### src/epcc_pkg.sv
// Shared types, widths and helper functions of the edge point coverage check.
`default_nettype none

package epcc_pkg;

    localparam int COORD_W      = 24;
    localparam int BIN_W        = 7;
    localparam int DIST_W       = 20;
    localparam int CFG_W        = 24;
    localparam int IDX_W        = 3;
    localparam int MAX_BINS_DEF = 64;
    localparam int QDEPTH       = 2;
    localparam int IN_DATA_W    = 2 * COORD_W;
    localparam int OUT_DATA_W   = 8;

    localparam int MUL_W     = 26;
    localparam int PROD_W    = 2 * MUL_W;
    localparam int LV_W      = 51;
    localparam int MAG_W     = 49;
    localparam int MAG_LO_W  = 25;
    localparam int NORM_W    = 49;
    localparam int NORM_LO_W = 25;
    localparam int M2_W      = 2 * DIST_W;
    localparam int M2_LO_W   = DIST_W;
    localparam int SQ_W      = 2 * MAG_W;
    localparam int NUM_W     = COORD_W + BIN_W;
    localparam int QUO_W     = BIN_W;

    // coverage ratio 1.5 as 3/2
    localparam int COV_NUM = 3;
    localparam int COV_DEN = 2;

    localparam logic [IDX_W-1:0] REG_END0_X    = IDX_W'(0);
    localparam logic [IDX_W-1:0] REG_END0_Y    = IDX_W'(1);
    localparam logic [IDX_W-1:0] REG_END1_X    = IDX_W'(2);
    localparam logic [IDX_W-1:0] REG_END1_Y    = IDX_W'(3);
    localparam logic [IDX_W-1:0] REG_BIN_COUNT = IDX_W'(4);
    localparam logic [IDX_W-1:0] REG_MAX_DIST  = IDX_W'(5);

    typedef struct packed {
        logic signed [COORD_W-1:0] x0;
        logic signed [COORD_W-1:0] y0;
        logic signed [COORD_W-1:0] x1;
        logic signed [COORD_W-1:0] y1;
        logic [BIN_W-1:0]          eff_bins;
        logic [DIST_W-1:0]         max_dist;
    } cfg_t;

    typedef struct packed {
        logic signed [COORD_W-1:0] px;
        logic signed [COORD_W-1:0] py;
        logic                      last;
        logic                      bin_ok;
        logic [COORD_W-1:0]        d;
        logic [COORD_W-1:0]        len;
    } qent_t;

    typedef enum logic [2:0] {
        ST_IDLE,
        ST_MUL,
        ST_TEST,
        ST_DIV,
        ST_MARK,
        ST_EMIT
    } back_state_t;

    function automatic logic [COORD_W:0] sdiff(input logic [COORD_W-1:0] u,
                                               input logic [COORD_W-1:0] v);
        sdiff = {u[COORD_W-1], u} - {v[COORD_W-1], v};
    endfunction

    function automatic logic [COORD_W-1:0] abs_of(input logic [COORD_W:0] s);
        logic [COORD_W:0] neg;
        neg = -s;
        abs_of = s[COORD_W] ? neg[COORD_W-1:0] : s[COORD_W-1:0];
    endfunction

endpackage

`default_nettype wire

### src/epcc_front.sv
// Input side: accept points and classify them against the edge extent.
`default_nettype none

module epcc_front (
    input  wire epcc_pkg::cfg_t                 cfg,
    input  wire logic                           s_tvalid,
    output logic                                s_tready,
    input  wire logic [epcc_pkg::IN_DATA_W-1:0] s_tdata,  // point_x, point_y
    input  wire logic                           s_tlast,  // last_point
    input  wire logic                           q_full,
    output logic                                q_push,
    output epcc_pkg::qent_t                     q_entry
);
    import epcc_pkg::*;

    logic signed [COORD_W-1:0] px;
    logic signed [COORD_W-1:0] py;
    logic [COORD_W:0]          a;
    logic [COORD_W:0]          b;
    logic [COORD_W-1:0]        ua;
    logic [COORD_W-1:0]        ub;
    logic                      use_x;
    logic [COORD_W-1:0]        len;
    logic [COORD_W-1:0]        lo_x;
    logic [COORD_W-1:0]        lo_y;
    logic [COORD_W-1:0]        p;
    logic [COORD_W-1:0]        lo;
    logic [COORD_W:0]          diff;

    always_comb
    begin
        px    = s_tdata[COORD_W-1:0];
        py    = s_tdata[2*COORD_W-1:COORD_W];
        a     = sdiff(cfg.y1, cfg.y0);
        b     = sdiff(cfg.x0, cfg.x1);
        ua    = abs_of(a);
        ub    = abs_of(b);
        use_x = (ub > ua);
        len   = use_x ? ub : ua;
        lo_x  = ($signed(cfg.x0) < $signed(cfg.x1)) ? cfg.x0 : cfg.x1;
        lo_y  = ($signed(cfg.y0) < $signed(cfg.y1)) ? cfg.y0 : cfg.y1;
        p     = use_x ? px : py;
        lo    = use_x ? lo_x : lo_y;
        diff  = sdiff(p, lo);

        q_entry.px     = px;
        q_entry.py     = py;
        q_entry.last   = s_tlast;
        q_entry.d      = diff[COORD_W-1:0];
        q_entry.len    = len;
        q_entry.bin_ok = (cfg.eff_bins != '0) && (len != '0) && !diff[COORD_W]
                         && (diff[COORD_W-1:0] < len);
    end

    assign s_tready = !q_full;
    assign q_push   = s_tvalid && !q_full;

endmodule

`default_nettype wire

### config.mk
export PLATFORM = sky130hd
export DESIGN_NAME = epcc_front
export DESIGN_NICKNAME = d
export VERILOG_FILES = /design/src/epcc_pkg.sv /design/src/epcc_front.sv
export SDC_FILE = /design/constraint.sdc
export NUM_CORES = 1
export LEC_CHECK = 0
export ABC_AREA = 1
export ABC_CLOCK_PERIOD_IN_PS = 8900
export BUFFER_PORTS_ARGS = -buffer_cell sky130_fd_sc_hd__buf_2
export CORE_UTILIZATION = 55
export DETAILED_ROUTE_END_ITERATION = 8
export GPL_TIMING_DRIVEN = 1
export PLACE_DENSITY = 0.86
export SYNTH_ARGS = -nofsm -noshare
export SYNTH_HDL_FRONTEND = slang
export SYNTH_SLANG_ARGS = --single-unit
### constraint.sdc
create_clock -name vclk -period 8.9
set_input_delay 0.445 -clock vclk [all_inputs]
set_output_delay 0.445 -clock vclk [all_outputs]
set_load 0.005 [all_outputs]
=== Word-level counts from Yosys, hierarchy flattened ===
Index checks and enable logic that the tools add are counted.

* Add/subtract/negate cells: 5
* $lt $le $gt $ge: 4
* Mux-type cells: 7
* Reductions and logical operators: 8

{| class="wikitable"
|+ Operator list
! operator !! number
|-
| 2-to-1 mux 24 bit || 7
|-
| subtractor 24 x 24 -> 25 bit || 3
|-
| < comparator 24 bit || 3
|-
| negation 24 bit || 2
|-
| > comparator 24 bit || 1
|-
| nonzero test 24 bit || 1
|-
| nonzero test 7 bit || 1
|-
| logical AND 1 bit || 4
|-
| zero test 1 bit || 2
|}

* Register bits after elaboration: 0
* Input port bits: 174
* Output and inout bits: 100
* Word-level logic and storage cells: 24

=== Longest topological paths before layout ===
* Depth after elaboration: 9
* Depth in mapped cells: 60
* Depth with buffers taken out: 57

=== Worst setup path before layout ===
No wires, ideal clock.

* Path type: input to output
* Start point: input cfg[99] in the netlist's numbering
* End point: output q_entry[48] in the netlist's numbering
* Arrival time: 7.356 ns
* Data required time: 8.455 ns
* Setup slack: 1.099 ns
* Cell stages on the path: 50
* Path buffers: 2
* Cell sequence: inv_1 ha_1 fa_1 ha_1 inv_1 nor2_1 nand3_1 nor2_1 nand2_1 nor2_4 nand4_2 nor2_1 nand2_1 nand2_2 xor2_1 inv_1 ha_1 nand2_1 [... 14 more ...] o21ai_0 a31oi_1 o21ai_0 nand2_1 nand2_1 nand3_1 nand2_1 a31oi_1 o21ai_0 xor2_1 ha_1 nand2_1 nor2_1 nand2_1 o2111ai_1 nor4_1 nand2_1 nor2_1

{| class="wikitable"
|+ RTL lines
! item !! RTL line !! text
|-
| start, declared || epcc_front.sv:5 || <nowiki>input wire epcc_pkg::cfg_t cfg,</nowiki>
|-
| end, declared || epcc_front.sv:12 || <nowiki>output epcc_pkg::qent_t q_entry</nowiki>
|}

==> run_results.csv <==
group,metric,value,unit
die,die_w,135,um
critical_path,critical_path.most_common_cell,"nand2_1",
finish,clock_buffers,0,
min_path,min_path_type,"input port to primary output",
finish,area_delta_synth_final,13.3,%
routing,dr.pass1.iters,6,
finish,nets,2362,
sta,slew_headroom,33.6,%
routing,wl,30900,um
sta,maxSlewViolCount,0,
routing,vias,12100,
sta,max_freq,118,MHz
synthesis,synth.distinct_cells,52,
global_route,grt_usage,32.4,%
power_and_ir_drop,powerDensity,325,nW/um2
synthesis,synth-warning-count,0,
routing,drtAntennaViolNets,0,
placement,io_buffer_count,252,
finish,final_util,63.5,%
die,dieArea,18100,um2
run_status,status,"completed",
run,cap_violations,0,
global_route,antenna_found_initial,0,
critical_path,worstPathRequired,8460,ps
die,row_count,48,
sta,setup_violations,0,
synthesis,syn-cell-area,9670,um2
power_and_ir_drop,power.total,0.00355,W
global_route,overflow,0,
finish,num_antenna_cells,0,
critical_path,worstSetupPathType,"input port to primary output",
synthesis,yosysSeqAreaShare,0,%
sta,finalHoldViolCount,0,
synthesis,avgSynthCellArea,5.17,um2
synthesis,syn_nets,2170,
critical_path,cp-end-kind,"primary output",
placement,hpwl,26900,um
finish,layout_common_cells,"nand2_1 (650), inv_1 (312), buf_2 (252), nand3_1 (125), ha_1 (123)",
routing,wl_per_cell,13.5,um
sta,finalCriticalPeriod,8440,ps
global_route,grt_max_degree,44,
routing,vias_per_cell,5.30,
synthesis,synthTopCellsByArea,"nand2_1 (25%), ha_1 (16%), inv_1 (12%)",
die,ioPinCount,274,
synthesis,synth_top_cell_by_area,"nand2_1",
sta,worst_slew_pin_slew,994,ps
placement,gp_congestion,1.02,
die,dieHeight,135,um
sta,tns,0,ps
routing,drcViolationCount,0,
finish,drive_gt1_share,20.4,%
synthesis,yosysTopAreaCellShare,25.5,%
routing,drt_iter0_drc,896,
die,core_area,17200,um2
die,initial_core_util,56.1,%
finish,num-fill-cells,1791,
power_and_ir_drop,peakVddDrop,0.223,mV
critical_path,crit_fanout,22,
critical_path,cp.arrival,8000,ps
critical_path,cpPeakStageDelay,550,ps
critical_path,slowest_stage,"fa_2",
sta,fin_crit_sh,94.8,%
finish,register_area,0,um2
finish,multiInputGateArea,7990,um2
finish,final_common_cell,"nand2_1",
global_route,grt_pass1_wl,47900,um
finish,seq_cells,0,
critical_path,start_kind,"input port",
synthesis,syn_inst,1870,
power_and_ir_drop,p_leak,6.76,nW
global_route,grt_pass1_vias,10400,
[critical path, delay by kind of cell]
kind	cells	cell delay (ps)
buf+inv	10	1050
compound gates	6	820
fa+ha+maj	6	1860
simple gates	29	3370
xor+xnor	2	410
[power by group]
part / switching, W / total [W] / internal [W] / leakage (nW)
registers: 0 / 0 / 0 / 0
logic: 0.00219 / 0.00355 / 0.00137 / 6.76
clock network: 0 / 0 / 0 / 0
[metrics by stage]
stage | hold WS [ps] | instances | cell area, um2 | worst slack [ps]
detailed placement | 890 | 2280 | 10700 | 181
global placement | 890 | 2280 | 10700 | 407
floorplan | 917 | 1870 | 9670 | 1100
finish | 890 | 2285 | 10900 | 460
global route | 890 | 2285 | 10900 | -39.4
CTS | 890 | 2280 | 10700 | 145
[kinds of logic (layout without fill, tap and decap cells)]
logic type      Yosys count  count (layout)  share of synthesized area [%]
simple gates           1049            1049                           47.5
mux                       1               1                          0.104
buf+inv                 414             604                           18.9
xor+xnor                 37              37                           3.43
fa+ha+maj               126             126                           16.5
compound gates          243             243                           13.5
[cells in the mapped netlist, types with 11 or more instances]
cell and instances:
nand3_1 126, nor2_1 114, xor2_1 28, inv_2 17, nor3_1 11, clkbuf_1 14
o21ai_0 98, inv_1 313, nand3b_1 17, nand4_1 27, nand2_1 656, ha_1 123
nor2_2 15, a21oi_1 109, buf_4 49, nand2_2 50
[routing by layer]
layer / wire length (um) / up-vias / GRT usage, % / share of wire [%]
li1: - / 6238 / - / -
met1: 13700 / 5393 / 43.6 / 44
met2: 14400 / 418 / 56.0 / 46
met3: 1850 / 59 / 1.43 / 6.0
met4: 1020 / 0 / 9.05 / 3.3
met5: 0 / - / 0 / 0
[final cells by class]
| cell class | instances | share of cell area (%) |
|---|---|---|
| tap | 225 | 2.57 |
| inverter | 334 | 11.5 |
| multi-input combinational | 1456 | 73.0 |
| timing repair buffer | 270 | 12.9 |
[path summary, 6_finish.rpt]
kind / cells past startpoint / slack, ps / to / start
setup / recovery: 53 / 460 / q_entry[48] / cfg[99]
hold / removal: 0 / 890 / q_entry[49] / s_tlast
[repair_timing]
item,CTS,global route
hold buffers,0,0
setup buffers,0,5
endpoints found under the hold margin,0,0
gates resized for setup,0,66
setup endpoints to repair,0,1
(Power assumes the default switching activity.)
