--- config.mk ---
export PLATFORM = sky130hd
export DESIGN_NAME = epcc_queue
export DESIGN_NICKNAME = d
export VERILOG_FILES = /design/src/epcc_pkg.sv /design/src/epcc_queue.sv
export SDC_FILE = /design/constraint.sdc
export NUM_CORES = 1
export LEC_CHECK = 0
export BUFFER_PORTS_ARGS = -buffer_cell sky130_fd_sc_hd__buf_4
export CELL_PAD_IN_SITES_DETAIL_PLACEMENT = 2
export CELL_PAD_IN_SITES_GLOBAL_PLACEMENT = 2
export CORE_MARGIN = 1.5
export CORE_UTILIZATION = 38
export CTS_CLUSTER_SIZE = 10
export DETAILED_ROUTE_END_ITERATION = 7
export PLACE_DENSITY_LB_ADDON = 0.1
export SYNTH_ARGS = -nofsm -noshare
export SYNTH_HDL_FRONTEND = slang
export SYNTH_SLANG_ARGS = --single-unit
--- constraint.sdc ---
create_clock -name clk -period 7.4 [get_ports clk]
set_input_delay 1.11 -clock clk [delete_from_list [all_inputs] [get_ports clk]]
set_output_delay 1.11 -clock clk [all_outputs]
set_load 0.01 [all_outputs]
--- src/epcc_pkg.sv ---
// Shared types, widths and helper functions of the edge point coverage check.
`default_nettype none

package epcc_pkg;

    localparam int COORD_W      = 24;
    localparam int BIN_W        = 7;
    localparam int DIST_W       = 20;
    localparam int CFG_W        = 24;
    localparam int IDX_W        = 3;
    localparam int MAX_BINS_DEF = 64;
    localparam int QDEPTH       = 2;
    localparam int IN_DATA_W    = 2 * COORD_W;
    localparam int OUT_DATA_W   = 8;

    localparam int MUL_W     = 26;
    localparam int PROD_W    = 2 * MUL_W;
    localparam int LV_W      = 51;
    localparam int MAG_W     = 49;
    localparam int MAG_LO_W  = 25;
    localparam int NORM_W    = 49;
    localparam int NORM_LO_W = 25;
    localparam int M2_W      = 2 * DIST_W;
    localparam int M2_LO_W   = DIST_W;
    localparam int SQ_W      = 2 * MAG_W;
    localparam int NUM_W     = COORD_W + BIN_W;
    localparam int QUO_W     = BIN_W;

    // coverage ratio 1.5 as 3/2
    localparam int COV_NUM = 3;
    localparam int COV_DEN = 2;

    localparam logic [IDX_W-1:0] REG_END0_X    = IDX_W'(0);
    localparam logic [IDX_W-1:0] REG_END0_Y    = IDX_W'(1);
    localparam logic [IDX_W-1:0] REG_END1_X    = IDX_W'(2);
    localparam logic [IDX_W-1:0] REG_END1_Y    = IDX_W'(3);
    localparam logic [IDX_W-1:0] REG_BIN_COUNT = IDX_W'(4);
    localparam logic [IDX_W-1:0] REG_MAX_DIST  = IDX_W'(5);

    typedef struct packed {
        logic signed [COORD_W-1:0] x0;
        logic signed [COORD_W-1:0] y0;
        logic signed [COORD_W-1:0] x1;
        logic signed [COORD_W-1:0] y1;
        logic [BIN_W-1:0]          eff_bins;
        logic [DIST_W-1:0]         max_dist;
    } cfg_t;

    typedef struct packed {
        logic signed [COORD_W-1:0] px;
        logic signed [COORD_W-1:0] py;
        logic                      last;
        logic                      bin_ok;
        logic [COORD_W-1:0]        d;
        logic [COORD_W-1:0]        len;
    } qent_t;

    typedef enum logic [2:0] {
        ST_IDLE,
        ST_MUL,
        ST_TEST,
        ST_DIV,
        ST_MARK,
        ST_EMIT
    } back_state_t;

    function automatic logic [COORD_W:0] sdiff(input logic [COORD_W-1:0] u,
                                               input logic [COORD_W-1:0] v);
        sdiff = {u[COORD_W-1], u} - {v[COORD_W-1], v};
    endfunction

    function automatic logic [COORD_W-1:0] abs_of(input logic [COORD_W:0] s);
        logic [COORD_W:0] neg;
        neg = -s;
        abs_of = s[COORD_W] ? neg[COORD_W-1:0] : s[COORD_W-1:0];
    endfunction

endpackage

`default_nettype wire

--- src/epcc_queue.sv ---
// Short item queue between the classifying front and the arithmetic back.
`default_nettype none

module epcc_queue (
    input  wire logic            clk,
    input  wire logic            rst_n,
    input  wire logic            push,
    input  wire epcc_pkg::qent_t push_entry,
    output logic                 full,
    input  wire logic            pop,
    output logic                 valid,
    output epcc_pkg::qent_t      entry
);
    import epcc_pkg::*;

    localparam int PTR_W = (QDEPTH > 1) ? $clog2(QDEPTH) : 1;
    localparam int CNT_W = $clog2(QDEPTH + 1);

    qent_t            mem_reg [QDEPTH];
    logic [PTR_W-1:0] wr_ptr_reg;
    logic [PTR_W-1:0] wr_ptr_next;
    logic [PTR_W-1:0] rd_ptr_reg;
    logic [PTR_W-1:0] rd_ptr_next;
    logic [CNT_W-1:0] cnt_reg;
    logic [CNT_W-1:0] cnt_next;

    assign full  = (cnt_reg == CNT_W'(QDEPTH));
    assign valid = (cnt_reg != '0);
    assign entry = mem_reg[rd_ptr_reg];

    always_comb
    begin
        wr_ptr_next = wr_ptr_reg;
        rd_ptr_next = rd_ptr_reg;
        cnt_next    = cnt_reg;
        if (push)
        begin
            wr_ptr_next = (wr_ptr_reg == PTR_W'(QDEPTH - 1)) ? '0 : wr_ptr_reg + 1'b1;
        end
        if (pop)
        begin
            rd_ptr_next = (rd_ptr_reg == PTR_W'(QDEPTH - 1)) ? '0 : rd_ptr_reg + 1'b1;
        end
        if (push && !pop)
        begin
            cnt_next = cnt_reg + 1'b1;
        end
        else if (pop && !push)
        begin
            cnt_next = cnt_reg - 1'b1;
        end
    end

    always_ff @(posedge clk or negedge rst_n)
    begin
        if (!rst_n)
        begin
            wr_ptr_reg <= '0;
            rd_ptr_reg <= '0;
            cnt_reg    <= '0;
        end
        else
        begin
            wr_ptr_reg <= wr_ptr_next;
            rd_ptr_reg <= rd_ptr_next;
            cnt_reg    <= cnt_next;
        end
    end

    always_ff @(posedge clk)
    begin
        if (push)
        begin
            mem_reg[wr_ptr_reg] <= push_entry;
        end
    end

endmodule

`default_nettype wire

## Yosys cells after proc, flatten, opt, wreduce, memory -nomap -nowiden

Memory sizes are Yosys's and may differ from the RTL's.
Index checks and enable logic that the tools add are counted.

- Word-level logic and storage cells: 21
- Memories kept: 1
- Bits in registers: 4
- Bits in writable memories: 196
- Output and inout bits: 100
- Input port bits: 102

- Mux-type cells: 6
- Equal/unequal tests: 1
- Reductions and logical operators: 6
- Add/subtract/negate cells: 4

Memory list:

| name | words | width | read ports | clocked after Yosys merged registers in | write ports | RTL line | source |
|---|---|---|---|---|---|---|---|
| mem_reg | 2 | 98 | 1 | 0 | 1 | epcc_queue.sv:19 | `qent_t mem_reg [QDEPTH];` |

Operator list:

| cell | count |
|---|---|
| 2-to-1 mux 1 bit | 4 |
| 2-to-1 mux 2 bit | 2 |
| nonzero test 2 bit | 2 |
| adder 1 bit (second input constant) | 2 |
| adder 2 x 1 -> 2 bit (second input constant) | 1 |
| == test 2 bit (second input constant) | 1 |
| logical AND 1 bit | 2 |
| logical NOT 1 bit | 2 |
| subtractor 2 x 1 -> 2 bit (second input constant) | 1 |

## Longest topological paths before layout

Gate-level depths: netlist of the first run.

- Depth in word-level cells: 4
- Mapped depth: 5
- Depth with buffers taken out: 5

## Worst setup path after synthesis of the first run

OpenSTA, ideal clock, no wires.

- Kind: input to register
- From: input push
- To: memory mem_reg[0][0] (netlist name) (enable)
- Buffers on the path: 0
- Cell stages on the path: 1
- Path slack: 1.456 ns
- Data required time: 6.833 ns
- Library setup time: 0.567 ns
- Arrival: 5.377 ns
- Cell sequence: nor2b_1

- Longest elaborated chain between the ends: 2

Ends and longest elaborated chain:

| element | RTL line | source |
|---|---|---|
| from (decl) | epcc_queue.sv:7 | `input wire logic push,` |
| 2-to-1 mux 1 bit | epcc_queue.sv:72 | `if (push)` |
| 2-to-1 mux 1 bit (not written as such) | epcc_queue.sv:74 | `mem_reg[wr_ptr_reg] <= push_entry;` |
| to (decl) | epcc_queue.sv:19 |  |

Every way passes these cells.

==> flow_summary.ini, run 1 <==
[place]
dp_cells = 749
place_ws_ps = 4060
routabilityCongestion = 0.712
portBuffers = 201
place_hpwl_um = 11100

[clock_tree]
clockRootBuffer = clkbuf_16
cts_hold_buf = 0
cts_tree = built
cts_made_buffers = 17
insertion_delay_ps = 430
clk_path_buf_depth = 2
cts_setup_buffers = 0
clk_pin_slew_worst_paths_ps = 70
cts.sinks = 200
cts_resized = 0
h-tree-depth = 4

[timing]
layout_min_cycle_time_ps = 3760
postLayoutSetupSlackWorst_ps = 3640
fin_crit_sh = 0.508
worst_slew_pin_slew_ps = 1080
hold_violations = 0
final_max_slew_viol_count = 0
fin_setup_tns_ps = 0
setup_viol = 0
finalClockSkew_ps = 7.30
max_freq_mhz = 266
relSlewSlack = 0.281
rsz0062_at_grt = false

[synth]
synth.cell_area_um2 = 7290
yosysMostFrequentCell = edfxtp_1
async_flop_share = 0.0200
yosys_warnings = 0
synth-seq-area-share = 0.821
synth_cell_types = 14
synth_common_cells = edfxtp_1, mux2_2, mux2_4
synth_edf_count = 196
synth_area_leaders = edfxtp_1, mux2_2, mux2_4
postSynthAreaPerCell_um2 = 22.7
yosysTopAreaCell = edfxtp_1
syn-num-nets = 424
ys.flop_type = edfxtp_1
synthDominantCellAreaShare = 0.807
synthCells = 321
synth-seq-cells = 200

[critical_path]
critPathMaxStageDelay_ps = 840
cp-start-kind = flip-flop
cp.arrival_ps = 2650
path_common_cell = buf_4
cp-end-kind = primary output
worst-path-buf-inv = 2
crit_type = reg2out
crit_family = buffers and inverters
worstPathRequired_ps = 6290
cp_max_fo = 73
crit_chain = buf_4, mux2_2, buf_4
crit_slowest_cell = buf_4

[detailed_routing]
drc = 0
vias = 3748
drt-total-wl_um = 16100
wl_per_cell_um = 20.7
postRouteAntennaNets = 0
viasPerCell = 4.80
first_pass_iters = 4
drt_iter0_drc = 137

[die]
dieArea_um2 = 20000
die_y_um = 142
ioPinCount = 202
num_rows = 50
start_util = 0.388
core_um2 = 18800
fp.dieW_um = 142

[job]
drv_cap = 0

[finish]
largest_reg_flops = 196
area_growth_pct = 32.6
diodes = 0
layout-drive-gt1-share = 0.620
layout.cells.non_filler = 781
layout.nets = 637

[grt]
antenna_found_initial = 0
grt_max_degree = 74
grt.total_usage = 0.167
grt_pass1_vias = 4144
gr-total-overflow = 0
grt_pass1_wl_um = 24200

[pwr]
swShare = 0.289
p_per_area_nw_per_um2 = 379
max-vdd-ir-drop_uv = 224
switchingPower_mw = 1.06
pwr-share-clk = 0.259
intPower_mw = 2.60
combPwrFrac = 0.306
power_frac_seq = 0.435
p_leak_nw = 3.65

[min_path]
hold_class = in2async

[status]
outcome = finished, final reports clean
==> kinds of logic after synthesis <==
group / share of synthesized area
DFF: 0.821
xor gates and xnor gates: 0.00601
and+or+nand+nor: 0.00395
buffers and inverters: 0.0106
adders and majority gates: 0.00172
muxes: 0.157
==> power groups by stage <==
stage | registers [mW] | logic [mW] | clock network, mW
after detailed placement | 1.62 | 1.14 | 0
after floorplan | 1.59 | 0.648 | 0
after global routing | 1.62 | 1.20 | 1.01
after CTS | 1.60 | 1.15 | 0.976
after global placement | 1.60 | 1.13 | 0
final | 1.59 | 1.12 | 0.950
==> worst paths after layout <==
path | from | endpoint | slack [ps] | cells after the start
min reg2reg | cnt_reg[1]$_DFFE_PN0P_ | cnt_reg[1]$_DFFE_PN0P_ | 490 | 1
max | rd_ptr_reg$_DFFE_PN0P_ | entry[40] | 3640 | 3
max reg2reg | wr_ptr_reg$_DFFE_PN0P_ | mem_reg[1][1]$_DFFE_PP_ | 5160 | 2
min | rst_n | rd_ptr_reg$_DFFE_PN0P_ | 460 | 1
max in group asynchronous | rst_n | rd_ptr_reg$_DFFE_PN0P_ | 6820 | 1
min in group clk | cnt_reg[1]$_DFFE_PN0P_ | cnt_reg[1]$_DFFE_PN0P_ | 490 | 1
==> per-stage QoR <==
step	utilization	total power, mW	hold WS, ps	cell area (um^2)
3_3_place_gp	0.483	2.73	467	9060
3_5_place_dp	0.483	2.77	475	9060
4_1_cts	0.515	3.73	439	9670
2_1_floorplan	-	2.24	447	7290
6_report	0.515	3.66	462	9670
5_1_grt	0.515	3.83	442	9670
==> placed cells by master, fill, tap and decap left out <==
cell | Yosys | routed
and2_4 | 0 | 1
buf_4 | 0 | 205
bufinv_16 | 0 | 2
clkbuf_16 | 0 | 17
clkinv_4 | 0 | 5
clkinvlp_4 | 0 | 1
dfrtp_1 | 4 | 3
dfrtp_4 | 0 | 1
edfxtp_1 | 196 | 196
ha_1 | 1 | 1
inv_1 | 1 | 1
inv_6 | 0 | 3
inv_8 | 0 | 4
mux2_2 | 88 | 88
mux2_4 | 10 | 10
nor2_1 | 1 | 1
nor2b_1 | 2 | 1
nor2b_4 | 0 | 1
or2_2 | 1 | 1
xnor2_1 | 1 | 1
xor2_1 | 4 | 4
==> worst reg2reg max path: stages, from the launching register on <==
cell and delay, ps:
dfrtp_1 440, and2_4 700, buf_4 680
==> routing by layer <==
metal,global-route usage,wire [um],up-vias
li1,-,-,1700
met1,0.185,6110,1894
met2,0.295,8520,137
met3,0.0624,1270,17
met4,0.0597,246,0
met5,0,0,-
==> cell type report <==
type / instances / area, um^2
inverters: 1 / 3.75
clock inverters: 15 / 183
flip-flops and latches: 200 / 5990
fillers: 1674 / 9100
clock buffers: 17 / 425
repair buffers: 205 / 1540
multi-input cells: 109 / 1240
well taps: 234 / 293
Power figures use the tool's default switching activity.
==> run 2, diff against run 1 <==
==> constraint.sdc (replaced) <==
create_clock -name clk -period 3.7 [get_ports clk]
set_input_delay 0.555 -clock clk [delete_from_list [all_inputs] [get_ports clk]]
set_output_delay 0.555 -clock clk [all_outputs]
set_load 0.01 [all_outputs]
==> flow_summary.ini, run 2 (same netlist as run 1, synthesis figures left out) <==
[job]
drv_cap = 0

[finish]
diodes = 0
layout-drive-gt1-share = 0.615
fin_util = 0.519
mostFrequentLayoutCell = buf_4
fillers = 1657
layout.nets = 641
area_growth_pct = 33.5
multiInputGateArea_um2 = 1240
mostFrequentLayoutCells = buf_4, edfxtp_1, mux2_2
largest_reg_flops = 196
seq_area_um2 = 5990

[critical_path]
cp-endpoint = entry[34]
crit_path_start = rd_ptr_reg$_DFFE_PN0P_
cp-end-kind = primary output
worstPathRequired_ps = 3140
cp_max_fo = 42
r2r-end = mem_reg[0][1]$_DFFE_PP_
reg2reg_from = wr_ptr_reg$_DFFE_PN0P_
cp.arrival_ps = 2230
cp-start-kind = flip-flop
rr_worst_depth = 2
path_common_cell = buf_4
crit_type = reg2out
crit_chain = buf_4, mux2_2, buf_4
critPathMaxStageDelay_ps = 830
crit_slowest_cell = dfrtp_4
reg2reg_slack_ps = 1860

[clock_tree]
clk_path_buf_depth = 2
insertion_delay_ps = 430
clk_pin_slew_worst_paths_ps = 70
h-tree-depth = 4
clockRootBuffer = clkbuf_16
cts_setup_buffers = 0
cts_tree = built
cts.sinks = 200
cts_resized = 0
cts_made_buffers = 17

[detailed_routing]
viasPerCell = 4.72
vias = 3705
drt-total-wl_um = 16600
drt_iter0_drc = 122
postRouteAntennaNets = 0
drc = 0
first_pass_iters = 4
wl_per_cell_um = 21.1

[min_path]
hold_class = in2reg

[pwr]
p_leak_nw = 3.66
max-vdd-ir-drop_uv = 406
finalPower_mw = 7.39
p_per_area_nw_per_um2 = 759

[timing]
fin_setup_tns_ps = 0
hold_violations = 0
fin_crit_sh = 0.752
rsz0062_at_grt = false
max_freq_mhz = 359
layout_min_cycle_time_ps = 2780
finalClockSkew_ps = 5.39
relSlewSlack = 0.580
setup_viol = 0
final_max_slew_viol_count = 0
worst_slew_pin_slew_ps = 630

[die]
core_um2 = 18800
start_util = 0.388
die_y_um = 142
num_rows = 50
fp.dieW_um = 142
ioPinCount = 202
dieArea_um2 = 20000

[grt]
antenna_found_initial = 0
grt_pass1_vias = 4311
grt.total_usage = 0.172
grt_max_degree = 81
gr-total-overflow = 0
grt_pass1_wl_um = 24900

[place]
routabilityCongestion = 0.748
place_hpwl_um = 11600
portBuffers = 201

[status]
outcome = finished, final reports clean
-- run 2: per-stage QoR --
step / hold slack [ps] / setup WS [ps] / cells / area (um^2)
floorplan: 259 / 150 / 321 / 7290
global placement: 357 / 1340 / 752 / 9100
detailed placement: 361 / 1300 / 752 / 9100
CTS: 282 / 843 / 785 / 9730
global route: 285 / 775 / 785 / 9730
finish: 309 / 916 / 785 / 9730
-- run 2: power breakdown --
part           total, mW  internal [mW]  leakage [nW]  switching [mW]
clock network       1.95           1.15         0.286           0.793
logic               2.22           1.19          1.49            1.03
registers           3.23           3.01          1.89           0.220
total               7.39           5.35          3.66            2.04
-- run 2: critical path: cells and delay by family, from the launching register on --
kind	cells	cell delay, ps
buffers and inverters	2	580
DFF	1	830
muxes	1	380
-- run 2: cell type report --
cell class,count,share of cell area
clock buffers,21,0.0463
clock inverters,11,0.0180
inverters,1,0.000386
multi-input cells,109,0.127
flip-flops and latches,200,0.615
well taps,234,0.0301
repair buffers,209,0.163
-- run 2: routing by layer --
metal  vias up  wire [um]  part of all wire  global-route usage
met2       127       8760              0.53               0.303
li1       1702          -                 -                   -
met1      1861       6360              0.38               0.191
met5         -          0                 0                   0
met4         0        297             0.018              0.0667
met3        15       1170             0.070              0.0601
-- run 2: repair_timing --
| action | CTS | global route |
|---|---|---|
| hold buffers | 1 | 0 |
| setup endpoints to repair | 0 | 0 |
| endpoints found under the hold margin | 4 | 0 |
-- run 2: worst min-delay path by stage --
stage	startpoint	endpoint	depth (start not counted)
after detailed placement	rst_n	cnt_reg[1]$_DFFE_PN0P_	1
after CTS	push_entry[64]	mem_reg[1][64]$_DFFE_PP_	1
after floorplan	rst_n	cnt_reg[0]$_DFFE_PN0P_	0
final	push_entry[58]	mem_reg[0][58]$_DFFE_PP_	1
after global routing	push_entry[64]	mem_reg[1][64]$_DFFE_PP_	1
after global placement	rst_n	cnt_reg[1]$_DFFE_PN0P_	1
==> run 3, diff against run 2 <==
==> constraint.sdc (replaced) <==
create_clock -name clk -period 2.7 [get_ports clk]
set_input_delay 0.405 -clock clk [delete_from_list [all_inputs] [get_ports clk]]
set_output_delay 0.405 -clock clk [all_outputs]
set_load 0.01 [all_outputs]
==> flow_summary.ini, run 3 (same netlist as run 1, synthesis figures left out) <==
[status]
outcome = finished, final reports clean

[grt]
grt_pass1_vias = 4046
grt_max_degree = 75
grt_pass1_wl_um = 24300
grt.total_usage = 0.168
gr-total-overflow = 0
antenna_found_initial = 0

[timing]
max_freq_mhz = 423
hold_violations = 0
postLayoutSetupSlackWorst_ps = 338
layout_min_cycle_time_ps = 2360
fin_crit_sh = 0.875
finalClockSkew_ps = 7.19
fin_setup_tns_ps = 0
worst_slew_pin_slew_ps = 529
whs_ps = 156
rsz0062_at_grt = false
relSlewSlack = 0.648
final_max_slew_viol_count = 0
setup_viol = 0

[place]
portBuffers = 201
place_hpwl_um = 11300
routabilityCongestion = 0.745
place_ws_ps = 765
dp_cells = 753

[min_path]
min_from = push_entry[51]
hold_class = in2reg
hold_end = mem_reg[0][51]$_DFFE_PP_
holdPathStages = 1

[die]
fp.dieW_um = 142
die_y_um = 142
num_rows = 50
ioPinCount = 202
dieArea_um2 = 20000
core_um2 = 18800
start_util = 0.388

[critical_path]
rr_worst_depth = 2
r2r-end = mem_reg[1][92]$_DFFE_PP_
cp.arrival_ps = 1960
crit_type = reg2out
cp_max_fo = 40
reg2reg_from = wr_ptr_reg$_DFFE_PN0P_
reg2reg_slack_ps = 1060
cp-end-kind = primary output
cp-start-kind = flip-flop
worstPathRequired_ps = 2300

[detailed_routing]
first_pass_iters = 4
drc = 0
wl_per_cell_um = 20.8
viasPerCell = 4.73
vias = 3717
drt_iter0_drc = 122
postRouteAntennaNets = 0
drt-total-wl_um = 16300

[clock_tree]
insertion_delay_ps = 430
cts_resized = 0
clk_path_buf_depth = 2
clk_pin_slew_worst_paths_ps = 70
h-tree-depth = 4
cts_made_buffers = 17
cts_tree = built
cts.sinks = 200
clockRootBuffer = clkbuf_16

[finish]
largest_reg_flops = 196
multiInputGateArea_um2 = 1240
diodes = 0
layout-drive-gt1-share = 0.618
fin_util = 0.518
fillers = 1678
area_growth_pct = 33.3
mostFrequentLayoutCells = buf_4, edfxtp_1, mux2_2
mostFrequentLayoutCell = buf_4
layout.cells.non_filler = 786
seq_area_um2 = 5990
layout.nets = 642

[pwr]
p_leak_nw = 3.65
p_per_area_nw_per_um2 = 1020
max-vdd-ir-drop_uv = 463

[job]
drv_cap = 0
==> run 3: changes by cell type in the layout (fill, tap and decap cells not counted), sizes merged <==
| cell | before | now |
|---|---|---|
| clkinv | 1 | 3 |
| buf | 208 | 209 |
| clkbuf | 21 | 20 |
| bufinv | 4 | 1 |
| inv | 2 | 4 |
==> run 3: stage by stage <==
| step | power (mW) | cell area [um^2] |
|---|---|---|
| finish | 9.95 | 9720 |
| global route | 10.4 | 9720 |
| CTS | 10.1 | 9720 |
| detailed placement | 7.65 | 9140 |
| global placement | 7.53 | 9140 |
| floorplan | 6.08 | 7300 |
==> run 3: how the worst max path moves through the flow <==
stage / to / cells after the start / start / slack, ps
floorplan: mem_reg[0][0]$_DFFE_PP_ / 1 / push / 390
global placement: entry[23] / 3 / rd_ptr_reg$_DFFE_PN0P_ / 770
detailed placement: entry[30] / 3 / rd_ptr_reg$_DFFE_PN0P_ / 770
CTS: entry[30] / 3 / rd_ptr_reg$_DFFE_PN0P_ / 290
global route: entry[19] / 3 / rd_ptr_reg$_DFFE_PN0P_ / 250
finish: entry[19] / 3 / rd_ptr_reg$_DFFE_PN0P_ / 340
==> run 3: routing by layer <==
| metal | vias up | wire length (um) | global-route usage |
|---|---|---|---|
| met5 | - | 0 | 0 |
| met4 | 0 | 350 | 0.0673 |
| met3 | 22 | 1040 | 0.0513 |
| met2 | 125 | 8530 | 0.286 |
| met1 | 1867 | 6430 | 0.201 |
| li1 | 1703 | - | - |
==> run 3: power by group <==
part	leakage [nW]	internal [mW]	switching, mW
clock	0.261	1.31	1.14
sequential	1.89	4.12	0.260
combinational	1.51	1.68	1.45
total	3.65	7.11	2.84
==> run 3: timing repair <==
item                      in CTS  in global routing
hold buffers                   1                  0
hold endpoints to repair       4                  0
buffers inserted               0                  0
==> run 3: worst max-delay path, stage by stage (launching register included) <==
cell and delay, ps:
dfrtp_4 670, buf_12 300, mux2_2 380, buf_4 150
==> run 3: final cells by class <==
| class | instances | share of cell area |
|---|---|---|
| inverters | 1 | 0.000386 |
| well taps | 234 | 0.0301 |
| flip-flops and latches | 200 | 0.616 |
| clock buffers | 20 | 0.0460 |
| multi-input cells | 109 | 0.127 |
| clock inverters | 12 | 0.0122 |
| repair buffers | 210 | 0.168 |
