$ cat src/epcc_pkg.sv
// Shared types, widths and helper functions of the edge point coverage check.
`default_nettype none

package epcc_pkg;

    localparam int COORD_W      = 24;
    localparam int BIN_W        = 7;
    localparam int DIST_W       = 20;
    localparam int CFG_W        = 24;
    localparam int IDX_W        = 3;
    localparam int MAX_BINS_DEF = 64;
    localparam int QDEPTH       = 2;
    localparam int IN_DATA_W    = 2 * COORD_W;
    localparam int OUT_DATA_W   = 8;

    localparam int MUL_W     = 26;
    localparam int PROD_W    = 2 * MUL_W;
    localparam int LV_W      = 51;
    localparam int MAG_W     = 49;
    localparam int MAG_LO_W  = 25;
    localparam int NORM_W    = 49;
    localparam int NORM_LO_W = 25;
    localparam int M2_W      = 2 * DIST_W;
    localparam int M2_LO_W   = DIST_W;
    localparam int SQ_W      = 2 * MAG_W;
    localparam int NUM_W     = COORD_W + BIN_W;
    localparam int QUO_W     = BIN_W;

    // coverage ratio 1.5 as 3/2
    localparam int COV_NUM = 3;
    localparam int COV_DEN = 2;

    localparam logic [IDX_W-1:0] REG_END0_X    = IDX_W'(0);
    localparam logic [IDX_W-1:0] REG_END0_Y    = IDX_W'(1);
    localparam logic [IDX_W-1:0] REG_END1_X    = IDX_W'(2);
    localparam logic [IDX_W-1:0] REG_END1_Y    = IDX_W'(3);
    localparam logic [IDX_W-1:0] REG_BIN_COUNT = IDX_W'(4);
    localparam logic [IDX_W-1:0] REG_MAX_DIST  = IDX_W'(5);

    typedef struct packed {
        logic signed [COORD_W-1:0] x0;
        logic signed [COORD_W-1:0] y0;
        logic signed [COORD_W-1:0] x1;
        logic signed [COORD_W-1:0] y1;
        logic [BIN_W-1:0]          eff_bins;
        logic [DIST_W-1:0]         max_dist;
    } cfg_t;

    typedef struct packed {
        logic signed [COORD_W-1:0] px;
        logic signed [COORD_W-1:0] py;
        logic                      last;
        logic                      bin_ok;
        logic [COORD_W-1:0]        d;
        logic [COORD_W-1:0]        len;
    } qent_t;

    typedef enum logic [2:0] {
        ST_IDLE,
        ST_MUL,
        ST_TEST,
        ST_DIV,
        ST_MARK,
        ST_EMIT
    } back_state_t;

    function automatic logic [COORD_W:0] sdiff(input logic [COORD_W-1:0] u,
                                               input logic [COORD_W-1:0] v);
        sdiff = {u[COORD_W-1], u} - {v[COORD_W-1], v};
    endfunction

    function automatic logic [COORD_W-1:0] abs_of(input logic [COORD_W:0] s);
        logic [COORD_W:0] neg;
        neg = -s;
        abs_of = s[COORD_W] ? neg[COORD_W-1:0] : s[COORD_W-1:0];
    endfunction

endpackage

`default_nettype wire

$ cat src/epcc_back.sv
// Back end: distance test on a shared multiplier, bin divide, bin map and result.
`default_nettype none

module epcc_back #(
    parameter int MAX_BINS = epcc_pkg::MAX_BINS_DEF
) (
    input  wire logic                            clk,
    input  wire logic                            rst_n,
    input  wire epcc_pkg::cfg_t                  cfg,
    input  wire logic                            q_valid,
    input  wire epcc_pkg::qent_t                 q_entry,
    output logic                                 q_pop,
    output logic                                 m_tvalid,
    input  wire logic                            m_tready,
    output logic [epcc_pkg::OUT_DATA_W-1:0]      m_tdata
);
    import epcc_pkg::*;

    localparam int IW  = (MAX_BINS > 1) ? $clog2(MAX_BINS) : 1;
    localparam int DCW = $clog2(QUO_W);

    localparam logic [3:0] S_X1Y0  = 4'd0;
    localparam logic [3:0] S_X0Y1  = 4'd1;
    localparam logic [3:0] S_APX   = 4'd2;
    localparam logic [3:0] S_BPY   = 4'd3;
    localparam logic [3:0] S_UA2   = 4'd4;
    localparam logic [3:0] S_UB2   = 4'd5;
    localparam logic [3:0] S_MD2   = 4'd6;
    localparam logic [3:0] S_MLL   = 4'd7;
    localparam logic [3:0] S_MLH   = 4'd8;
    localparam logic [3:0] S_MHH   = 4'd9;
    localparam logic [3:0] S_RLL   = 4'd10;
    localparam logic [3:0] S_RLH   = 4'd11;
    localparam logic [3:0] S_RHL   = 4'd12;
    localparam logic [3:0] S_RHH   = 4'd13;
    localparam logic [3:0] S_DNB   = 4'd14;
    localparam logic [3:0] S_DRAIN = 4'd15;

    back_state_t               state_reg;
    back_state_t               state_next;
    logic [3:0]                step_reg;
    logic [3:0]                step_next;
    logic signed [PROD_W-1:0]  prod_reg;
    logic signed [PROD_W-1:0]  prod_next;
    logic [3:0]                prod_tag_reg;
    logic [3:0]                prod_tag_next;
    logic                      prod_vld_reg;
    logic                      prod_vld_next;

    qent_t                     item_reg;
    qent_t                     item_next;
    logic signed [LV_W-1:0]    c_reg;
    logic signed [LV_W-1:0]    c_next;
    logic signed [LV_W-1:0]    lv_reg;
    logic signed [LV_W-1:0]    lv_next;
    logic [NORM_W-1:0]         norm_reg;
    logic [NORM_W-1:0]         norm_next;
    logic [M2_W-1:0]           m2_reg;
    logic [M2_W-1:0]           m2_next;
    logic [SQ_W-1:0]           sql_reg;
    logic [SQ_W-1:0]           sql_next;
    logic [SQ_W-1:0]           sqr_reg;
    logic [SQ_W-1:0]           sqr_next;
    logic [NUM_W-1:0]          num_reg;
    logic [NUM_W-1:0]          num_next;
    logic [NUM_W-1:0]          div_rem_reg;
    logic [NUM_W-1:0]          div_rem_next;
    logic [QUO_W-1:0]          quo_reg;
    logic [QUO_W-1:0]          quo_next;
    logic [DCW-1:0]            div_cnt_reg;
    logic [DCW-1:0]            div_cnt_next;
    logic [MAX_BINS-1:0]       bin_seen_reg;
    logic [MAX_BINS-1:0]       bin_seen_next;
    logic [BIN_W-1:0]          count_reg;
    logic [BIN_W-1:0]          count_next;
    logic                      m_tvalid_reg;
    logic                      m_tvalid_next;
    logic [OUT_DATA_W-1:0]     m_tdata_reg;
    logic [OUT_DATA_W-1:0]     m_tdata_next;

    logic [COORD_W:0]          a;
    logic [COORD_W:0]          b;
    logic [COORD_W-1:0]        ua;
    logic [COORD_W-1:0]        ub;
    logic [LV_W-1:0]           lv_neg;
    logic [LV_W-1:0]           lv_abs;
    logic [MAG_W-1:0]          mag;
    logic signed [MUL_W-1:0]   mul_a;
    logic signed [MUL_W-1:0]   mul_b;
    logic                      issue;
    logic                      near;
    logic                      out_free;
    logic [NUM_W-1:0]          trial;
    logic [IW-1:0]             bin_idx;
    logic [BIN_W+1:0]          cov_lhs;
    logic [BIN_W+1:0]          cov_rhs;

    always_comb
    begin
        a        = sdiff(cfg.y1, cfg.y0);
        b        = sdiff(cfg.x0, cfg.x1);
        ua       = abs_of(a);
        ub       = abs_of(b);
        lv_neg   = -lv_reg;
        lv_abs   = lv_reg[LV_W-1] ? lv_neg : lv_reg;
        mag      = lv_abs[MAG_W-1:0];
        near     = (sql_reg < sqr_reg);
        out_free = !m_tvalid_reg || m_tready;
        trial    = NUM_W'(item_reg.len) << div_cnt_reg;
        bin_idx  = IW'(quo_reg);
        cov_lhs  = (BIN_W+2)'(count_reg) * (BIN_W+2)'(COV_NUM);
        cov_rhs  = (BIN_W+2)'(cfg.eff_bins) * (BIN_W+2)'(COV_DEN);
    end

    // next state
    always_comb
    begin
        state_next = state_reg;
        case (state_reg)
            ST_IDLE:
            begin
                if (q_valid)
                begin
                    state_next = ST_MUL;
                end
            end
            ST_MUL:
            begin
                if (step_reg == S_DRAIN)
                begin
                    state_next = ST_TEST;
                end
            end
            ST_TEST:
            begin
                if (near && item_reg.bin_ok)
                begin
                    state_next = ST_DIV;
                end
                else if (item_reg.last)
                begin
                    state_next = ST_EMIT;
                end
                else
                begin
                    state_next = ST_IDLE;
                end
            end
            ST_DIV:
            begin
                if (div_cnt_reg == '0)
                begin
                    state_next = ST_MARK;
                end
            end
            ST_MARK:
            begin
                state_next = item_reg.last ? ST_EMIT : ST_IDLE;
            end
            ST_EMIT:
            begin
                if (out_free)
                begin
                    state_next = ST_IDLE;
                end
            end
            default:
            begin
                state_next = ST_IDLE;
            end
        endcase
    end

    // datapath and outputs
    always_comb
    begin
        q_pop         = 1'b0;
        step_next     = step_reg;
        item_next     = item_reg;
        c_next        = c_reg;
        lv_next       = lv_reg;
        norm_next     = norm_reg;
        m2_next       = m2_reg;
        sql_next      = sql_reg;
        sqr_next      = sqr_reg;
        num_next      = num_reg;
        div_rem_next  = div_rem_reg;
        quo_next      = quo_reg;
        div_cnt_next  = div_cnt_reg;
        bin_seen_next = bin_seen_reg;
        count_next    = count_reg;
        m_tdata_next  = m_tdata_reg;
        m_tvalid_next = m_tready ? 1'b0 : m_tvalid_reg;

        issue = (state_reg == ST_MUL) && (step_reg != S_DRAIN);
        mul_a = '0;
        mul_b = '0;
        case (step_reg)
            S_X1Y0:
            begin
                mul_a = MUL_W'(cfg.x1);
                mul_b = MUL_W'(cfg.y0);
            end
            S_X0Y1:
            begin
                mul_a = MUL_W'(cfg.x0);
                mul_b = MUL_W'(cfg.y1);
            end
            S_APX:
            begin
                mul_a = MUL_W'($signed(a));
                mul_b = MUL_W'(item_reg.px);
            end
            S_BPY:
            begin
                mul_a = MUL_W'($signed(b));
                mul_b = MUL_W'(item_reg.py);
            end
            S_UA2:
            begin
                mul_a = MUL_W'(ua);
                mul_b = MUL_W'(ua);
            end
            S_UB2:
            begin
                mul_a = MUL_W'(ub);
                mul_b = MUL_W'(ub);
            end
            S_MD2:
            begin
                mul_a = MUL_W'(cfg.max_dist);
                mul_b = MUL_W'(cfg.max_dist);
            end
            S_MLL:
            begin
                mul_a = MUL_W'(mag[MAG_LO_W-1:0]);
                mul_b = MUL_W'(mag[MAG_LO_W-1:0]);
            end
            S_MLH:
            begin
                mul_a = MUL_W'(mag[MAG_LO_W-1:0]);
                mul_b = MUL_W'(mag[MAG_W-1:MAG_LO_W]);
            end
            S_MHH:
            begin
                mul_a = MUL_W'(mag[MAG_W-1:MAG_LO_W]);
                mul_b = MUL_W'(mag[MAG_W-1:MAG_LO_W]);
            end
            S_RLL:
            begin
                mul_a = MUL_W'(m2_reg[M2_LO_W-1:0]);
                mul_b = MUL_W'(norm_reg[NORM_LO_W-1:0]);
            end
            S_RLH:
            begin
                mul_a = MUL_W'(m2_reg[M2_LO_W-1:0]);
                mul_b = MUL_W'(norm_reg[NORM_W-1:NORM_LO_W]);
            end
            S_RHL:
            begin
                mul_a = MUL_W'(m2_reg[M2_W-1:M2_LO_W]);
                mul_b = MUL_W'(norm_reg[NORM_LO_W-1:0]);
            end
            S_RHH:
            begin
                mul_a = MUL_W'(m2_reg[M2_W-1:M2_LO_W]);
                mul_b = MUL_W'(norm_reg[NORM_W-1:NORM_LO_W]);
            end
            S_DNB:
            begin
                mul_a = MUL_W'(item_reg.d);
                mul_b = MUL_W'(cfg.eff_bins);
            end
            default:
            begin
                mul_a = '0;
                mul_b = '0;
            end
        endcase
        prod_next     = mul_a * mul_b;
        prod_vld_next = issue;
        prod_tag_next = step_reg;

        case (state_reg)
            ST_IDLE:
            begin
                if (q_valid)
                begin
                    q_pop     = 1'b1;
                    item_next = q_entry;
                    step_next = S_X1Y0;
                end
            end
            ST_MUL:
            begin
                if (step_reg != S_DRAIN)
                begin
                    step_next = step_reg + 1'b1;
                end
                if (prod_vld_reg)
                begin
                    case (prod_tag_reg)
                        S_X1Y0: c_next    = LV_W'(prod_reg);
                        S_X0Y1: c_next    = c_reg - LV_W'(prod_reg);
                        S_APX:  lv_next   = c_reg + LV_W'(prod_reg);
                        S_BPY:  lv_next   = lv_reg + LV_W'(prod_reg);
                        S_UA2:  norm_next = NORM_W'(prod_reg);
                        S_UB2:  norm_next = norm_reg + NORM_W'(prod_reg);
                        S_MD2:  m2_next   = M2_W'(prod_reg);
                        S_MLL:  sql_next  = SQ_W'(prod_reg[PROD_W-3:0]);
                        S_MLH:  sql_next  = sql_reg
                                            + (SQ_W'(prod_reg[PROD_W-3:0]) << (MAG_LO_W + 1));
                        S_MHH:  sql_next  = sql_reg
                                            + (SQ_W'(prod_reg[PROD_W-3:0]) << (2 * MAG_LO_W));
                        S_RLL:  sqr_next  = SQ_W'(prod_reg[PROD_W-3:0]);
                        S_RLH:  sqr_next  = sqr_reg
                                            + (SQ_W'(prod_reg[PROD_W-3:0]) << NORM_LO_W);
                        S_RHL:  sqr_next  = sqr_reg
                                            + (SQ_W'(prod_reg[PROD_W-3:0]) << M2_LO_W);
                        S_RHH:  sqr_next  = sqr_reg
                                            + (SQ_W'(prod_reg[PROD_W-3:0])
                                               << (M2_LO_W + NORM_LO_W));
                        S_DNB:  num_next  = NUM_W'(prod_reg);
                        default:
                        begin
                            num_next = num_reg;
                        end
                    endcase
                end
            end
            ST_TEST:
            begin
                div_rem_next = num_reg;
                quo_next     = '0;
                div_cnt_next = DCW'(QUO_W - 1);
            end
            ST_DIV:
            begin
                if (div_rem_reg >= trial)
                begin
                    div_rem_next          = div_rem_reg - trial;
                    quo_next[div_cnt_reg] = 1'b1;
                end
                div_cnt_next = div_cnt_reg - 1'b1;
            end
            ST_MARK:
            begin
                if (!bin_seen_reg[bin_idx])
                begin
                    bin_seen_next[bin_idx] = 1'b1;
                    count_next             = count_reg + 1'b1;
                end
            end
            ST_EMIT:
            begin
                if (out_free)
                begin
                    m_tvalid_next = 1'b1;
                    m_tdata_next  = {count_reg, cov_lhs > cov_rhs};
                    bin_seen_next = '0;
                    count_next    = '0;
                end
            end
            default:
            begin
                step_next = step_reg;
            end
        endcase
    end

    always_ff @(posedge clk or negedge rst_n)
    begin
        if (!rst_n)
        begin
            state_reg    <= ST_IDLE;
            step_reg     <= S_X1Y0;
            prod_vld_reg <= 1'b0;
            bin_seen_reg <= '0;
            count_reg    <= '0;
            m_tvalid_reg <= 1'b0;
        end
        else
        begin
            state_reg    <= state_next;
            step_reg     <= step_next;
            prod_vld_reg <= prod_vld_next;
            bin_seen_reg <= bin_seen_next;
            count_reg    <= count_next;
            m_tvalid_reg <= m_tvalid_next;
        end
    end

    always_ff @(posedge clk)
    begin
        prod_reg     <= prod_next;
        prod_tag_reg <= prod_tag_next;
        item_reg     <= item_next;
        c_reg        <= c_next;
        lv_reg       <= lv_next;
        norm_reg     <= norm_next;
        m2_reg       <= m2_next;
        sql_reg      <= sql_next;
        sqr_reg      <= sqr_next;
        num_reg      <= num_next;
        div_rem_reg  <= div_rem_next;
        quo_reg      <= quo_next;
        div_cnt_reg  <= div_cnt_next;
        m_tdata_reg  <= m_tdata_next;
    end

    assign m_tvalid = m_tvalid_reg;
    assign m_tdata  = m_tdata_reg;

endmodule

`default_nettype wire

$ cat config.mk
export PLATFORM = sky130hd
export DESIGN_NAME = epcc_back
export DESIGN_NICKNAME = d
export VERILOG_FILES = /design/src/epcc_pkg.sv /design/src/epcc_back.sv
export SDC_FILE = /design/constraint.sdc
export NUM_CORES = 2
export LEC_CHECK = 0
export BUFFER_PORTS_ARGS = -buffer_cell sky130_fd_sc_hd__buf_2
export CORE_MARGIN = 2
export CORE_UTILIZATION = 30
export DETAILED_ROUTE_END_ITERATION = 16
export PLACE_DENSITY_LB_ADDON = 0.2
export SYNTH_ARGS = -nofsm -noshare
export SYNTH_HDL_FRONTEND = slang
export SYNTH_SLANG_ARGS = --single-unit
$ cat constraint.sdc
create_clock -name clk -period 13.03 [get_ports clk]
set_input_delay 0.6515 -clock clk [delete_from_list [all_inputs] [get_ports clk]]
set_output_delay 0.6515 -clock clk [all_outputs]
set_load 0.01 [all_outputs]
; ---- Yosys cells after proc, flatten, opt, wreduce, memory -nomap -nowiden
; Index checks and enable logic that the tools add are counted.
[classes]
div_mod_pow = 0
muxes = 42
mul = 2
n_shift = 1
eq_ne = 42
reduce_logical = 37
magnitude_cmp = 7
n_bitwise = 2
n_addsub = 18
[ops]
columns = cell, n
row1 = $pmux W26 S12, 2
row2 = $pmux W98 S4, 1
row3 = $pmux W98 S3, 1
row4 = $pmux W51 S2, 2
row5 = $mux W64, 2
row6 = $pmux W64 S2, 1
row7 = $add A51 B51 Y51, 2
row8 = $add A98 B70 Y98, 1
row9 = $add A98 B75 Y98, 1
row10 = $add A98 B76 Y98, 1
row11 = $add A98 B95 Y98, 1
row12 = $add A98 B98 Y98, 1
row13 = $lt A98 B98 Y1, 1
row14 = $pmux W49 S2, 1
row15 = $or A64 B64 Y64, 1
row16 = $pmux W31 S2, 1
row17 = $eq A4 B4 Y1 const B, 15
row18 = $mul A26 B26 Y51, 1
row19 = $sub A51 B51 Y51, 1
row20 = $sub A24 B24 Y25, 2
row21 = $add A49 B49 Y49, 1
row22 = $mux W49, 1
row23 = $neg A49 Y49, 1
row24 = $mux W24, 2
row25 = other kinds (47), 107
[totals]
mem_bits_ro = 0
latchBits = 0
output_inout_bits = 10
ram_bits = 0
elab_cells = 176
register_bits = 700
memories = 0

; ---- Logic depth before layout (Yosys ltp)
[depth]
word_depth = 7
ltp_mapped = 45

; ---- Worst setup path before layout
; OpenSTA, ideal clock, no wires.
[synth_path]
kind = input-to-reg
from = in cfg[27] in the netlist's numbering
to = reg prod_reg[47]
setup_slack_ps = 2169
arrival_time_ps = 10788
stages = 44
required_ps = 12958
cell_sequence = inv_1 > ha_1 > inv_1 > fa_1 > a21o_1 > nand4_1 > a21o_1 > and3_1 > a211o_1 > nand3_1 > a311oi_1 > nor2_1 > clkbuf_1 > or3_1 > a21oi_1 > a2111o_1 > buf_2 > buf_1 > [... 8 more ...] > fa_1 > fa_1 > inv_1 > fa_1 > inv_1 > ha_1 > a21o_1 > a21o_1 > a221oi_1 > a21oi_1 > and3_1 > a211oi_1 > a211oi_1 > o22a_1 > a221o_1 > a21o_1 > a21oi_1 > xnor2_1
[synth_via]
elab_chain_cells = 5
word_cells_on_any_way = 6
cone_classes = add/sub (2) / mul (1) / mux (3)
[synth_rtl]
columns = element, line_no
row1 = from (decl), epcc_back.sv:9  ; input wire epcc_pkg::cfg_t cfg,
row2 = $sub A24 B24 Y25, epcc_pkg.sv:69  ; sdiff = {u[COORD_W-1], u} - {v[COORD_W-1], v};
row3 = $neg A24 Y24, epcc_pkg.sv:74  ; neg = -s;
row4 = $mux W24, epcc_pkg.sv:75  ; abs_of = s[COORD_W] ? neg[COORD_W-1:0] : s[COORD_W-1:0];
row5 = $pmux W26 S12, epcc_back.sv:198  ; case (step_reg)
row6 = $mul A26 B26 Y51 *, epcc_back.sv:280  ; prod_next = mul_a * mul_b;
row7 = via prod_next[47], epcc_back.sv:44  ; logic signed [PROD_W-1:0] prod_next;
row8 = to (signal assigned), epcc_back.sv:395  ; prod_reg <= prod_next;
row9 = to (decl), epcc_back.sv:43  ; logic signed [PROD_W-1:0] prod_reg;
; The timed path passes the listed nets; every way through them passes the cells marked *.
; A chain may end at the register's enable or synchronous reset.

; ---- Worst setup path after layout
[layout_path]
from = in cfg[99] in the netlist's numbering
to = reg prod_reg[47]
; The elaborated chain is that of the path after synthesis.

==> flow_summary_export.csv <==
group,metric,value,unit
clock_tree,cts_tree,"built",
floorplanning,die_area,0.286,mm^2
finish,fillCellCount,28985,
timing,finalMaxSlewViolations,0,
finish,mostFrequentLayoutCells,"1,084 x inv_1, 982 x nand2_1, 738 x ha_1",
floorplanning,core,0.280,mm^2
worst_setup_path,cp_slowest_cell,"nand2_1",
route,drcViolationCount,0,
worst_setup_path,critPathMostFrequentCell,"fa_1",
floorplanning,dieHeight,534,um
clock_tree,clkSlewWorstSetupHoldPaths,0.06,ns
grt,grt_start_max_net_pins,103,
clock_tree,numCtsBuffers,100,
floorplanning,ios,235,
floorplanning,fp.dieW,534,um
finish,syn_to_final_growth,12.3,%
worst_setup_path,cp_max_fo,25,
finish,layout.cells.most_common,"inv_1",
yosys,synth_top_cell_area_share,0.201,
worst_setup_path,end_kind,"flop",
timing,rsz0062_at_grt,"false",
clock_tree,cts_resized,0,
run,max-cap-violations,0,
yosys,synth.cell_area,0.0844,mm^2
clock_tree,cts_root_buf,"clkbuf_16",
floorplanning,row_count,194,
yosys,syn_area_per_cell,8.98,um^2
floorplanning,start_util,0.302,
grt,antenna_found_initial,31,
worst_setup_path,reg2reg_depth,35,
run_status,violations,"negative hold slack",
clock_tree,cts_sinks,699,
clock_tree,cts_setup_buffers,0,
clock_tree,clockBufferDepth,4,
yosys,synth-async-reset-ratio,0.114,
worst_setup_path,slowest_delay,0.66,ns
placed_design,io_buffers,234,
timing,worst_pin_slew,1.21,ns
yosys,dominantRegCellSynth,"edfxtp_1",
worst_setup_path,crit_path_start_kind,"input pin",
grt,grt_pass1_vias,73766,
yosys,synthTopCellsByArea,"edfxtp_1 20%, fa_1 17%, ha_1 11%",
yosys,synth-seq-cells,699,
placed_design,hpwl,280000,um
yosys,synth_top_area_cell,"edfxtp_1",
clock_tree,cts_hold_buf,96,
route,drt_wl_total,362000,um
timing,fin_tns_setup,0,ns
run_status,status,"finished with violations",
grt,overflow,0,
clock_tree,clock_latency,0.85,ns
timing,fmax,0.0814,GHz
worst_setup_path,arrival,12.95,ns
yosys,yosysSeqAreaShare,0.237,
placed_design,routabilityCongestion,0.977,
grt,grt.total_usage,0.248,
placed_design,place_ws,0.227,ns
route,final_antenna_net_count,0,
timing,fin_crit_sh,0.943,
timing,period_minus_slack,12.28,ns
worst_setup_path,worstSetupPathType,"input pin to flop",
yosys,yosysWarnings,0,
timing,setup_viol_count_final,0,
finish,nets,11347,
yosys,synth_fp_nets,11078,
worst_setup_path,worstPathRequired,13.70,ns
timing,fin_skew,0.107,ns
yosys,synthCells,9401,
route,num_vias,74253,
yosys,synth_edf_count,564,
timing,setup_ws,0.749,ns
yosys,synth_cell_types,107,
route,drt-pass1-iter-count,9,
timing,finalHoldWorstSlack,-0.00497,ns
clock_tree,h-tree-depth,3,
timing,slew-limit-headroom,0.190,
timing,hold_violations,6,
finish,layout-drive-gt1-share,0.0849,
route,via_per_inst,5.51,
route,wl_per_cell,26.9,um
route,drtIter0Drc,6995,
grt,grt_pass1_wl,522000,um
worst_hold_path,worstHoldPathType,"input pin to asynchronous set/reset pin",
-- synth_stat cells, types with 46 or more instances --
cell	number
a211oi_1	55
a21o_1	330
a21oi_1	640
a221oi_1	52
a22oi_1	112
a31oi_1	73
and2_1	116
and3_1	78
clkbuf_1	335
dfrtp_1	80
dfxtp_1	55
edfxtp_1	564
fa_1	714
ha_1	738
inv_1	1085
mux2_2	70
mux2i_1	50
nand2_1	985
nand2b_1	111
nand3_1	146
nand4_1	102
nor2_1	604
nor2b_1	105
nor3_1	108
o211ai_1	53
o21a_1	81
o21ai_0	498
o21bai_1	85
o22ai_1	64
o31ai_1	46
or3_1	53
xnor2_1	343
xor2_1	258
-- metrics by stage --
stage	std cells	hold WS (ns)	util	cell area [um^2]
final	13475	-0.00497	0.339	94800
after global routing	13471	0.0360	0.339	94800
after CTS	13471	0.00253	0.339	94800
after detailed placement	13196	0.482	0.324	90600
after global placement	13196	0.472	0.324	90600
after floorplan	9401	0.345	-	84400
-- area by class of cell --
type / count / area (um^2) / area share
Multi-Input combinational cell: 7232 / 59000 / 0.622
Inverter: 1087 / 4080 / 0.0431
Antenna cell: 4 / 10.0 / 0.000106
Clock buffer: 130 / 2840 / 0.0299
Sequential cell: 699 / 20000 / 0.211
Clock inverter: 49 / 409 / 0.00432
Tap cell: 3724 / 4660 / 0.0491
Timing Repair Buffer: 550 / 3800 / 0.0401
-- routing by layer --
metal	GRT usage	part of all wire	vias to the layer above
li1	-	-	33553
met1	0.325	0.42	37186
met2	0.401	0.45	2849
met3	0.0285	0.061	659
met4	0.131	0.063	6
met5	0	0.00020	-
-- critical path, delay by kind of cell --
family	cells	cell delay, ns
and+or+nand+nor	4	1.75
muxes	1	0.40
xor gates and xnor gates	1	0.14
AOI/OAI and AO/OA	18	4.71
adders and majority gates	10	4.48
buffers and inverters	7	0.80
-- worst paths after layout --
kind	start	slack [ns]	end
setup / recovery	cfg[99]	0.75	prod_reg[47]
hold / removal	rst_n	-0.005	bin_seen_reg[57]
setup reg to reg	lv_reg[19]	1.18	prod_reg[50]
hold reg to reg	bin_seen_reg[58]	0.49	bin_seen_reg[58]
max in group asynchronous	rst_n	12.39	bin_seen_reg[28]
min in group clk	q_entry[34]	0.05	item_reg[34]
-- logic make-up (layout without fill, tap and decap cells) --
| logic type | Yosys count | in the layout | share of synthesized area |
|---|---|---|---|
| adder cells (fa/ha/maj) | 1452 | 1452 | 0.279 |
| AND/OR/NAND/NOR | 2584 | 2584 | 0.144 |
| AO/OA/AOI/OAI | 2461 | 2461 | 0.192 |
| other | 0 | 4 | 0 |
| buffers and inverters | 1470 | 1816 | 0.0663 |
| multiplexers | 134 | 134 | 0.0190 |
| flip-flops | 699 | 699 | 0.237 |
| XOR/XNOR | 601 | 601 | 0.0624 |
Power is not shown: default switching activity piles up to over one toggle a cycle in this logic, so the estimate is an artifact.
